<file path="src/hdl/bpf_pkg.sv">
// bpf_pkg: shared types, codes and default sizes of the bucketed priority frontier.
// Used by bpf_ctrl, bpf_dp and bucketed_priority_frontier.
`default_nettype none
package bpf_pkg;
	localparam int DEF_NUM_BUCKETS = 64;
	localparam int DEF_SLOTS_PER_BUCKET = 16;
	localparam int DEF_HEAP_DEPTH = 64;
	localparam int KEY_W = 32;
	localparam int NODE_W = 24;
	localparam int BW_W = 16;
	localparam int HE_W = KEY_W + NODE_W;

	typedef enum logic [1:0] {
		OP_PUSH = 2'd0,
		OP_POP = 2'd1,
		OP_CLEAR = 2'd2
	} op_t;

	typedef enum logic [1:0] {
		ST_OK = 2'd0,
		ST_EMPTY = 2'd1,
		ST_FULL = 2'd2
	} resp_t;

	typedef enum logic [4:0] {
		U_NOP, U_LOAD, U_CLEAR, U_DIV_PUSH, U_DIV_STEP, U_FILL_RD, U_PUT,
		U_HINS_INIT, U_HPAR_RD, U_HPAR_MOVE, U_HINS_FIN,
		U_SCAN_RD, U_SCAN_INC, U_POP_INIT, U_SLOT_RD, U_POP_FIN,
		U_RB_RD0, U_RB_INIT, U_RB_RD, U_RB_LATCH, U_RB_KEEP,
		U_HFY_INIT, U_SD_START, U_SD_CUR, U_SD_RDL, U_SD_LLATCH, U_SD_RLATCH,
		U_SD_MOVE, U_SD_FIN
	} uop_t;

	typedef enum logic [4:0] {
		S_IDLE, S_CLEAR, S_PUSH, S_DIV, S_FITS, S_FILLCHK, S_HINS, S_HUP, S_HCMP,
		S_SKIP, S_SKCHK, S_SLRD, S_SLEM, S_RB0, S_RBLOOP, S_RBLAT, S_RBKEEP,
		S_HFY, S_SDCUR, S_SDL, S_SDLL, S_SDRL, S_SDCMP, S_RESP
	} state_t;

	typedef struct packed {
		uop_t uop;
		logic src_rb;
		logic emit;
		resp_t emit_status;
		logic emit_node;
	} cmd_t;

	typedef struct packed {
		logic key_lt_base;
		logic div_last;
		logic fits;
		logic fill_ok;
		logic fill_zero;
		logic heap_full;
		logic hcnt_nz;
		logic i_zero;
		logic par_gt;
		logic scan_lt_biu;
		logic k_eq_n;
		logic out_idle;
		logic out_free;
		logic rb_more;
		logic hfy_more;
		logic has_left;
		logic child_lt;
	} sts_t;
endpackage
`default_nettype wire

</file>
<file path="src/hdl/bpf_ctrl.sv">
// bpf_ctrl: sequencer of the bucketed priority frontier; issues micro-ops to bpf_dp.
// Depends on bpf_pkg.
`default_nettype none
module bpf_ctrl (
	input wire logic clk,
	input wire logic arst_n,
	input wire logic in_valid,
	output logic in_ready,
	input wire logic [1:0] op,
	input wire bpf_pkg::sts_t sts,
	output bpf_pkg::cmd_t cmd
);
	import bpf_pkg::*;

	state_t state_q, state_d;
	resp_t resp_q, resp_d;
	logic rb_q, rb_d;
	logic rbd_q, rbd_d;

	always_ff @(posedge clk or negedge arst_n) begin
		if (!arst_n) begin
			state_q <= S_IDLE;
			resp_q <= ST_OK;
			rb_q <= 1'b0;
			rbd_q <= 1'b0;
		end else begin
			state_q <= state_d;
			resp_q <= resp_d;
			rb_q <= rb_d;
			rbd_q <= rbd_d;
		end
	end

	always_comb begin
		state_d = state_q;
		resp_d = resp_q;
		rb_d = rb_q;
		rbd_d = rbd_q;
		in_ready = 1'b0;
		cmd = '{uop: U_NOP, src_rb: 1'b0, emit: 1'b0, emit_status: ST_OK, emit_node: 1'b0};
		case (state_q)
			S_IDLE: begin
				in_ready = 1'b1;
				if (in_valid) begin
					cmd.uop = U_LOAD;
					rb_d = 1'b0;
					rbd_d = 1'b0;
					case (op_t'(op))
						OP_PUSH: state_d = S_PUSH;
						OP_POP: state_d = S_SKIP;
						OP_CLEAR: state_d = S_CLEAR;
						default: begin
							resp_d = ST_OK;
							state_d = S_RESP;
						end
					endcase
				end
			end
			S_CLEAR: begin
				cmd.uop = U_CLEAR;
				resp_d = ST_OK;
				state_d = S_RESP;
			end
			S_PUSH: begin
				if (sts.key_lt_base) begin
					state_d = S_HINS;
				end else begin
					cmd.uop = U_DIV_PUSH;
					state_d = S_DIV;
				end
			end
			S_DIV: begin
				cmd.uop = U_DIV_STEP;
				if (sts.div_last) begin
					state_d = S_FITS;
				end
			end
			S_FITS: begin
				if (sts.fits) begin
					cmd.uop = U_FILL_RD;
					state_d = S_FILLCHK;
				end else begin
					state_d = rb_q ? S_RBKEEP : S_HINS;
				end
			end
			S_FILLCHK: begin
				if (sts.fill_ok) begin
					cmd.uop = U_PUT;
					cmd.src_rb = rb_q;
					resp_d = ST_OK;
					state_d = rb_q ? S_RBLOOP : S_RESP;
				end else begin
					state_d = rb_q ? S_RBKEEP : S_HINS;
				end
			end
			S_HINS: begin
				if (sts.heap_full) begin
					resp_d = ST_FULL;
					state_d = S_RESP;
				end else begin
					cmd.uop = U_HINS_INIT;
					state_d = S_HUP;
				end
			end
			S_HUP: begin
				if (sts.i_zero) begin
					cmd.uop = U_HINS_FIN;
					resp_d = ST_OK;
					state_d = S_RESP;
				end else begin
					cmd.uop = U_HPAR_RD;
					state_d = S_HCMP;
				end
			end
			S_HCMP: begin
				if (sts.par_gt) begin
					cmd.uop = U_HPAR_MOVE;
					state_d = S_HUP;
				end else begin
					cmd.uop = U_HINS_FIN;
					resp_d = ST_OK;
					state_d = S_RESP;
				end
			end
			S_SKIP: begin
				if (sts.scan_lt_biu) begin
					cmd.uop = U_SCAN_RD;
					state_d = S_SKCHK;
				end else if (sts.hcnt_nz && !rbd_q) begin
					cmd.uop = U_RB_RD0;
					state_d = S_RB0;
				end else begin
					resp_d = ST_EMPTY;
					state_d = S_RESP;
				end
			end
			S_SKCHK: begin
				if (sts.fill_zero) begin
					cmd.uop = U_SCAN_INC;
					state_d = S_SKIP;
				end else begin
					cmd.uop = U_POP_INIT;
					state_d = S_SLRD;
				end
			end
			S_SLRD: begin
				if (sts.out_idle) begin
					cmd.uop = U_SLOT_RD;
					state_d = S_SLEM;
				end
			end
			S_SLEM: begin
				cmd.emit_node = 1'b1;
				if (sts.k_eq_n) begin
					cmd.uop = U_POP_FIN;
					state_d = S_IDLE;
				end else begin
					state_d = S_SLRD;
				end
			end
			S_RB0: begin
				cmd.uop = U_RB_INIT;
				rbd_d = 1'b1;
				rb_d = 1'b1;
				state_d = S_RBLOOP;
			end
			S_RBLOOP: begin
				if (sts.rb_more) begin
					cmd.uop = U_RB_RD;
					state_d = S_RBLAT;
				end else begin
					cmd.uop = U_HFY_INIT;
					state_d = S_HFY;
				end
			end
			S_RBLAT: begin
				cmd.uop = U_RB_LATCH;
				state_d = S_DIV;
			end
			S_RBKEEP: begin
				cmd.uop = U_RB_KEEP;
				state_d = S_RBLOOP;
			end
			S_HFY: begin
				if (sts.hfy_more) begin
					cmd.uop = U_SD_START;
					state_d = S_SDCUR;
				end else begin
					state_d = S_SKIP;
				end
			end
			S_SDCUR: begin
				cmd.uop = U_SD_CUR;
				state_d = S_SDL;
			end
			S_SDL: begin
				if (sts.has_left) begin
					cmd.uop = U_SD_RDL;
					state_d = S_SDLL;
				end else begin
					cmd.uop = U_SD_FIN;
					state_d = S_HFY;
				end
			end
			S_SDLL: begin
				cmd.uop = U_SD_LLATCH;
				state_d = S_SDRL;
			end
			S_SDRL: begin
				cmd.uop = U_SD_RLATCH;
				state_d = S_SDCMP;
			end
			S_SDCMP: begin
				if (sts.child_lt) begin
					cmd.uop = U_SD_MOVE;
					state_d = S_SDL;
				end else begin
					cmd.uop = U_SD_FIN;
					state_d = S_HFY;
				end
			end
			S_RESP: begin
				if (sts.out_free) begin
					cmd.emit = 1'b1;
					cmd.emit_status = resp_q;
					state_d = S_IDLE;
				end
			end
			default: state_d = S_IDLE;
		endcase
	end
endmodule
`default_nettype wire

</file>
<file path="config.mk">
export PLATFORM = sky130hd
export DESIGN_NAME = bpf_ctrl
export DESIGN_NICKNAME = d
export VERILOG_FILES = /design/src/hdl/bpf_pkg.sv /design/src/hdl/bpf_ctrl.sv
export SDC_FILE = /design/constraint.sdc
export NUM_CORES = 1
export LEC_CHECK = 0
export BUFFER_PORTS_ARGS = -buffer_cell sky130_fd_sc_hd__buf_2
export CAP_MARGIN = 20
export CORE_AREA = 2 2 63 77
export CTS_CLUSTER_DIAMETER = 40
export CTS_CLUSTER_SIZE = 20
export DETAILED_ROUTE_END_ITERATION = 12
export DIE_AREA = 0 0 65 79
export GPL_TIMING_DRIVEN = 0
export HOLD_SLACK_MARGIN = 0.05
export PLACE_DENSITY = 0.62
export RECOVER_POWER = 100
export REMOVE_ABC_BUFFERS = 1
export SETUP_SLACK_MARGIN = 0.1
export SYNTH_ARGS = -nofsm -noshare
export SYNTH_HDL_FRONTEND = slang
export SYNTH_SLANG_ARGS = --single-unit
</file>
<file path="constraint.sdc">
create_clock -name clk -period 3.3 [get_ports clk]
set_input_delay 0.33 -clock clk [delete_from_list [all_inputs] [get_ports clk]]
set_output_delay 0.33 -clock clk [all_outputs]
set_load 0.02 [all_outputs]
</file>
==> metrics.cfg, run 1 <==
[routing]
routed.top_layer = met4
met2WireLength_mm = 2.50
dr_wl_met3_um = 274
met1_length_mm = 2.14
wl_mm = 5.10
vias = 1750
ant_nets = 0
drc = 0
wl_per_cell_um = 17.2
drt_iter0_markers = 252
drt_pre_antenna_iters = 4
via_per_inst = 5.89

[sta]
slew_violations = 0
max_freq_ghz = 0.327
hold_viol_final = 0
tightest_slew_ns = 1.07
rsz0062_at_grt = no
layout_worst_path_cycle_share_pct = 92.6
min_period_ns = 3.06
tns_ns = 0
timing.hold.ws_ns = 0.440
setup_viol = 0
skew_ns = 0.00357
relSlewSlack_pct = 28.8

[cts]
cts_buffers = 3
clk_pin_slew_ns = 0.04
clock_sinks = 8
cts_resized = 0
ctsHtreeMaxLevel = 1
cts_tree = yes
clk_path_buf_depth = 2
root_buffer = clkbuf_8
clk_latency_ns = 0.22

[worst_setup_path]
worstPathCellList = or3_1, nor2_1, nand2_1, o21ai_0, or4_1, clkbuf_1
worstPathRequired_ns = 2.97
end_kind = output port
crit_family = simple AND/OR/NAND/NOR gates
crit_slowest_cell = dfrtp_1
start_kind = flop
critPathBufInv = 1
cpPeakStageDelay_ns = 1.04
cp.arrival_ns = 2.73
critPathMaxFanout = 35
path_class = reg2out

[placement]
io_buffers = 32
dpl.hpwl_mm = 3.80
gp_congestion = 0.963
dp_cells = 293

[power]
leakage_nw = 0.695
ir_drop_uv = 309
power_density_nw_per_um2 = 880

[floorplan]
ioPinCount = 33
fp.dieH_um = 79
dieArea_um2 = 5140
rows = 27
core-area_um2 = 4430
initial_core_util_pct = 35.0
die_x_um = 65

[finish]
layout.nets = 270
drive_gt1_share_pct = 12.6
area_growth_pct = 8.39
final_cells = 297
final_cell_mix = 23 x nor2_1, 20 x buf_2, 17 x nor3_1
n_antenna_cell = 0
final_util_pct = 38.0
layout_commonest_cell = nor2_1

[synth]
ys_seq_elements = 8
synthArstFlopShare_pct = 100
syn-mean-instance-area_um2 = 7.01
ys_seq_area_share_pct = 12.9
synth_warnings = 0
synth_cells = 221
synthDistinctLibCells = 55
ys.flop_type = dfrtp_1
netlist_area_um2 = 1550
synth_edf_count = 0

[global_route]
grt_overflow = 0
grt_max_degree = 36
antenna_found_initial = 0
grt_pass1_vias = 1771
gr-usage-all-layers_pct = 20.8
grt_pass1_wl_mm = 8.51

[worst_hold_path]
hold_path.class = in2reg

[outcome]
status = complete, no violations

[flow_run]
drv_cap = 0

==> cell usage after synthesis, drive strengths merged (3+ instances only) <==
library cell  count  area, µm²
a211oi            5       37.5
a21oi            16       80.1
dfrtp             8        200
o22ai             5       31.3
nor4              7       50.1
nor2b             7       43.8
or3               5       36.3
nor3             18        105
buf              16        103
a21o              3       22.5
inv               9       33.8
o21ai            12       60.1
nor2             23       86.3
nor3b             3       22.5
a31oi             5       31.3
and3              4       25.0
a2111oi           3       26.3
mux2i             3       30.0
ha                7       87.6
nand2            12       45.0
nand2b           12       90.1
nand3             4       20.0
==> area by class of cell <==
cell class | count | area [µm²]
fill | 508 | 2750
timing repair buffer | 33 | 155
inverter | 9 | 33.8
multi-input combinational | 186 | 1180
sequential | 8 | 200
clock buffer | 3 | 41.3
tap | 58 | 72.6
==> cells by family after synthesis <==
kind of cell | synth area share [%]
multiplexers | 1.94
XOR/XNOR | 0.565
adder cells (fa/ha/maj) | 5.65
AO/OA/AOI/OAI | 27.1
AND/OR/NAND/NOR | 42.5
flip-flops | 12.9
buffers and inverters | 9.28
==> worst reg2reg max path, cell delays in order (launching register included) <==
cell and delay, ns:
dfrtp_1 1.04, or3_1 0.41, nor3_1 0.12, nor4_1 0.68, nand2b_2 0.27, a41oi_2 0.12
==> routing by layer <==
metal	track usage [%]	vias up
li1	-	857
met2	34.9	69
met5	0	-
met3	3.12	15
met1	26.2	809
met4	8.72	0
==> stage by stage <==
stage               area [µm²]  worst slack [ns]  power, W
detailed placement        1670             0.556   0.00138
finish                    1680             0.243   0.00148
CTS                       1720             0.312   0.00149
floorplan                 1440             0.946   0.00105
global placement          1670             0.539   0.00138
global route              1680             0.124   0.00162
==> final timing paths <==
| path | start | cells after the start | end | slack, ns |
|---|---|---|---|---|
| max | state_q[4] | 6 | cmd[7] | 0.24 |
| min | sts[11] | 3 | resp_q[1] | 0.44 |
| max reg2reg | state_q[4] | 5 | state_q[1] | 0.51 |
| min reg2reg | resp_q[1] | 2 | resp_q[1] | 0.52 |
| max in group asynchronous | arst_n | 2 | resp_q[0] | 2.48 |
| min in group asynchronous | arst_n | 2 | resp_q[1] | 0.54 |
==> report_power, final <==
part / internal, W / switching (W) / total [W]
combinational: 0.000392 / 0.000602 / 0.000994
sequential: 0.000139 / 0.000236 / 0.000376
clock: 0.0000783 / 0.0000307 / 0.000109
total: 0.000610 / 0.000868 / 0.00148
==> flip-flops by register name (all words and copies together) (netlist names) <==
name     cells
resp_q       2
rbd_q        1
state_q      5
==> repair_timing <==
item,in CTS,in global routing
setup buffers,0,0
hold endpoints to repair,8,0
hold buffers,1,0
(Power assumes the default switching activity.)
==> run 2, diff against run 1 <==
- CORE_AREA: 2 2 63 77 -> 2 2 50 61
- DIE_AREA: 0 0 65 79 -> 0 0 52 63
- PLACE_DENSITY: 0.62 -> 0.9
==> metrics.cfg, run 2 (synthesized netlist as in run 1, its figures left out) <==
[outcome]
status = complete, no violations

[global_route]
grt_pass1_vias = 1712
met1_usage_pct = 40.7
grt_util_met3_pct = 4.31
gr-usage-all-layers_pct = 30.3
antenna_found_initial = 0
grt_overflow = 0
grt.busiest_layer = met2
grt_pass1_wl_mm = 7.80
grtUsageMet2_pct = 47.3
grt_max_degree = 36

[placement]
io_buffers = 32
placed_area_um2 = 1640
gp_congestion = 1.03
dpl.hpwl_mm = 3.34

[finish]
largest_registers = state_q: 5 flops, resp_q: 2 flops, rbd_q: 1 flops
regArea_um2 = 200
final_cell_mix = 23 x nor2_1, 21 x buf_2, 17 x nor3_1
regMostFlops = state_q
fillers = 253
area_growth_pct = 4.84
largest_register_ffs = 5
final_area_um2 = 1630
multi_input_area_um2 = 1170
layout_commonest_cell = nor2_1
drive_gt1_share_pct = 12.6
layout.nets = 270
n_antenna_cell = 0
final_util_pct = 60.1

[cts]
cts_tree = yes
cts_buffers = 3
clock_sinks = 8
clk_latency_ns = 0.26
clk_pin_slew_ns = 0.06
ctsHtreeMaxLevel = 1
cts_setup_buffers = 0
cts_resized = 0
root_buffer = clkbuf_4
clk_path_buf_depth = 2

[sta]
rsz0062_at_grt = no
tns_ns = 0
hold_viol_final = 0
timing.hold.ws_ns = 0.406
slew_violations = 0
setup_viol = 0
min_period_ns = 3.03
relSlewSlack_pct = 31.2
skew_ns = 0.00639
max_freq_ghz = 0.330
layout_worst_path_cycle_share_pct = 91.8
tightest_slew_ns = 1.03

[routing]
drt_pre_antenna_iters = 5
via_per_inst = 6.73
wl_per_cell_um = 16.7
drt_iter0_markers = 103
vias = 1838
wl_mm = 4.55
drc = 0
ant_nets = 0

[floorplan]
core-area_um2 = 2710
dieArea_um2 = 3280
initial_core_util_pct = 57.3
ioPinCount = 33
die_x_um = 52
rows = 21
fp.dieH_um = 63

[worst_setup_path]
crit_slowest_cell = dfrtp_1
cp.arrival_ns = 2.70
worstPathCellList = or3_1, nor2_1, nand2_1, o21ai_0, or4_1, clkbuf_1
critPathMaxFanout = 35
end_kind = output port
path_class = reg2out
cpPeakStageDelay_ns = 1.02
worstPathRequired_ns = 2.97
start_kind = flop

[worst_hold_path]
hold_path.class = in2reg

[power]
leakage_nw = 0.690
ir_drop_uv = 508
power_density_nw_per_um2 = 873

[flow_run]
drv_cap = 0

## run 2: changes by cell type in the layout (fill, tap and decap cells not counted)
cell      before  now
a41oi_2        2    1
clkbuf_4       0    3
a41oi_1        0    1
clkbuf_8       3    0
buf_2         20   21
clkbuf_1      12   11
## run 2: power by group
part	leakage [nW]	switching, W	internal (W)
logic	0.576	0.000585	0.000388
registers	0.0995	0.000229	0.000139
clock network	0.0138	0.0000367	0.0000419
## run 2: metrics by stage
stage	power (W)	setup slack, ns	std cells
floorplan	0.00105	0.946	203
global placement	0.00134	0.641	269
detailed placement	0.00135	0.627	269
CTS	0.00143	0.359	273
global route	0.00155	0.146	273
finish	0.00142	0.272	273
## run 2: final cells by class
type / count / share of cell area, %
Clock buffer: 3 / 1.39
Multi-Input combinational cell: 186 / 72.0
Timing Repair Buffer: 33 / 9.62
Tap cell: 34 / 2.62
Inverter: 9 / 2.08
Sequential cell: 8 / 12.3
## run 2: worst paths after layout
path / startpoint / endpoint / slack, ns / cells after the start
max: state_q[4] / cmd[7] / 0.27 / 6
min: sts[11] / resp_q[1] / 0.41 / 3
max reg2reg: state_q[4] / state_q[1] / 0.53 / 5
min reg2reg: resp_q[1] / resp_q[1] / 0.53 / 2
max in group asynchronous: arst_n / state_q[1] / 2.50 / 2
min in group asynchronous: arst_n / resp_q[1] / 0.51 / 2
## run 2: timing repair
action | CTS | global route
setup endpoints to repair | 0 | 0
hold buffers | 1 | 0
endpoints found under the hold margin | 8 | 0
## run 2: layer usage
layer	part of all wire [%]	wire (µm)	vias up
met2	45	2040	131
met1	40	1800	823
met3	11	511	21
met5	0	0	-
met4	4.2	192	0
li1	-	-	863
## run 2: critical path, delay by kind of cell (launching register included)
kind            cells  cell delay [ns]
compound gates      1             0.11
buf+inv             1             0.19
flops               1             1.02
simple gates        4             1.11
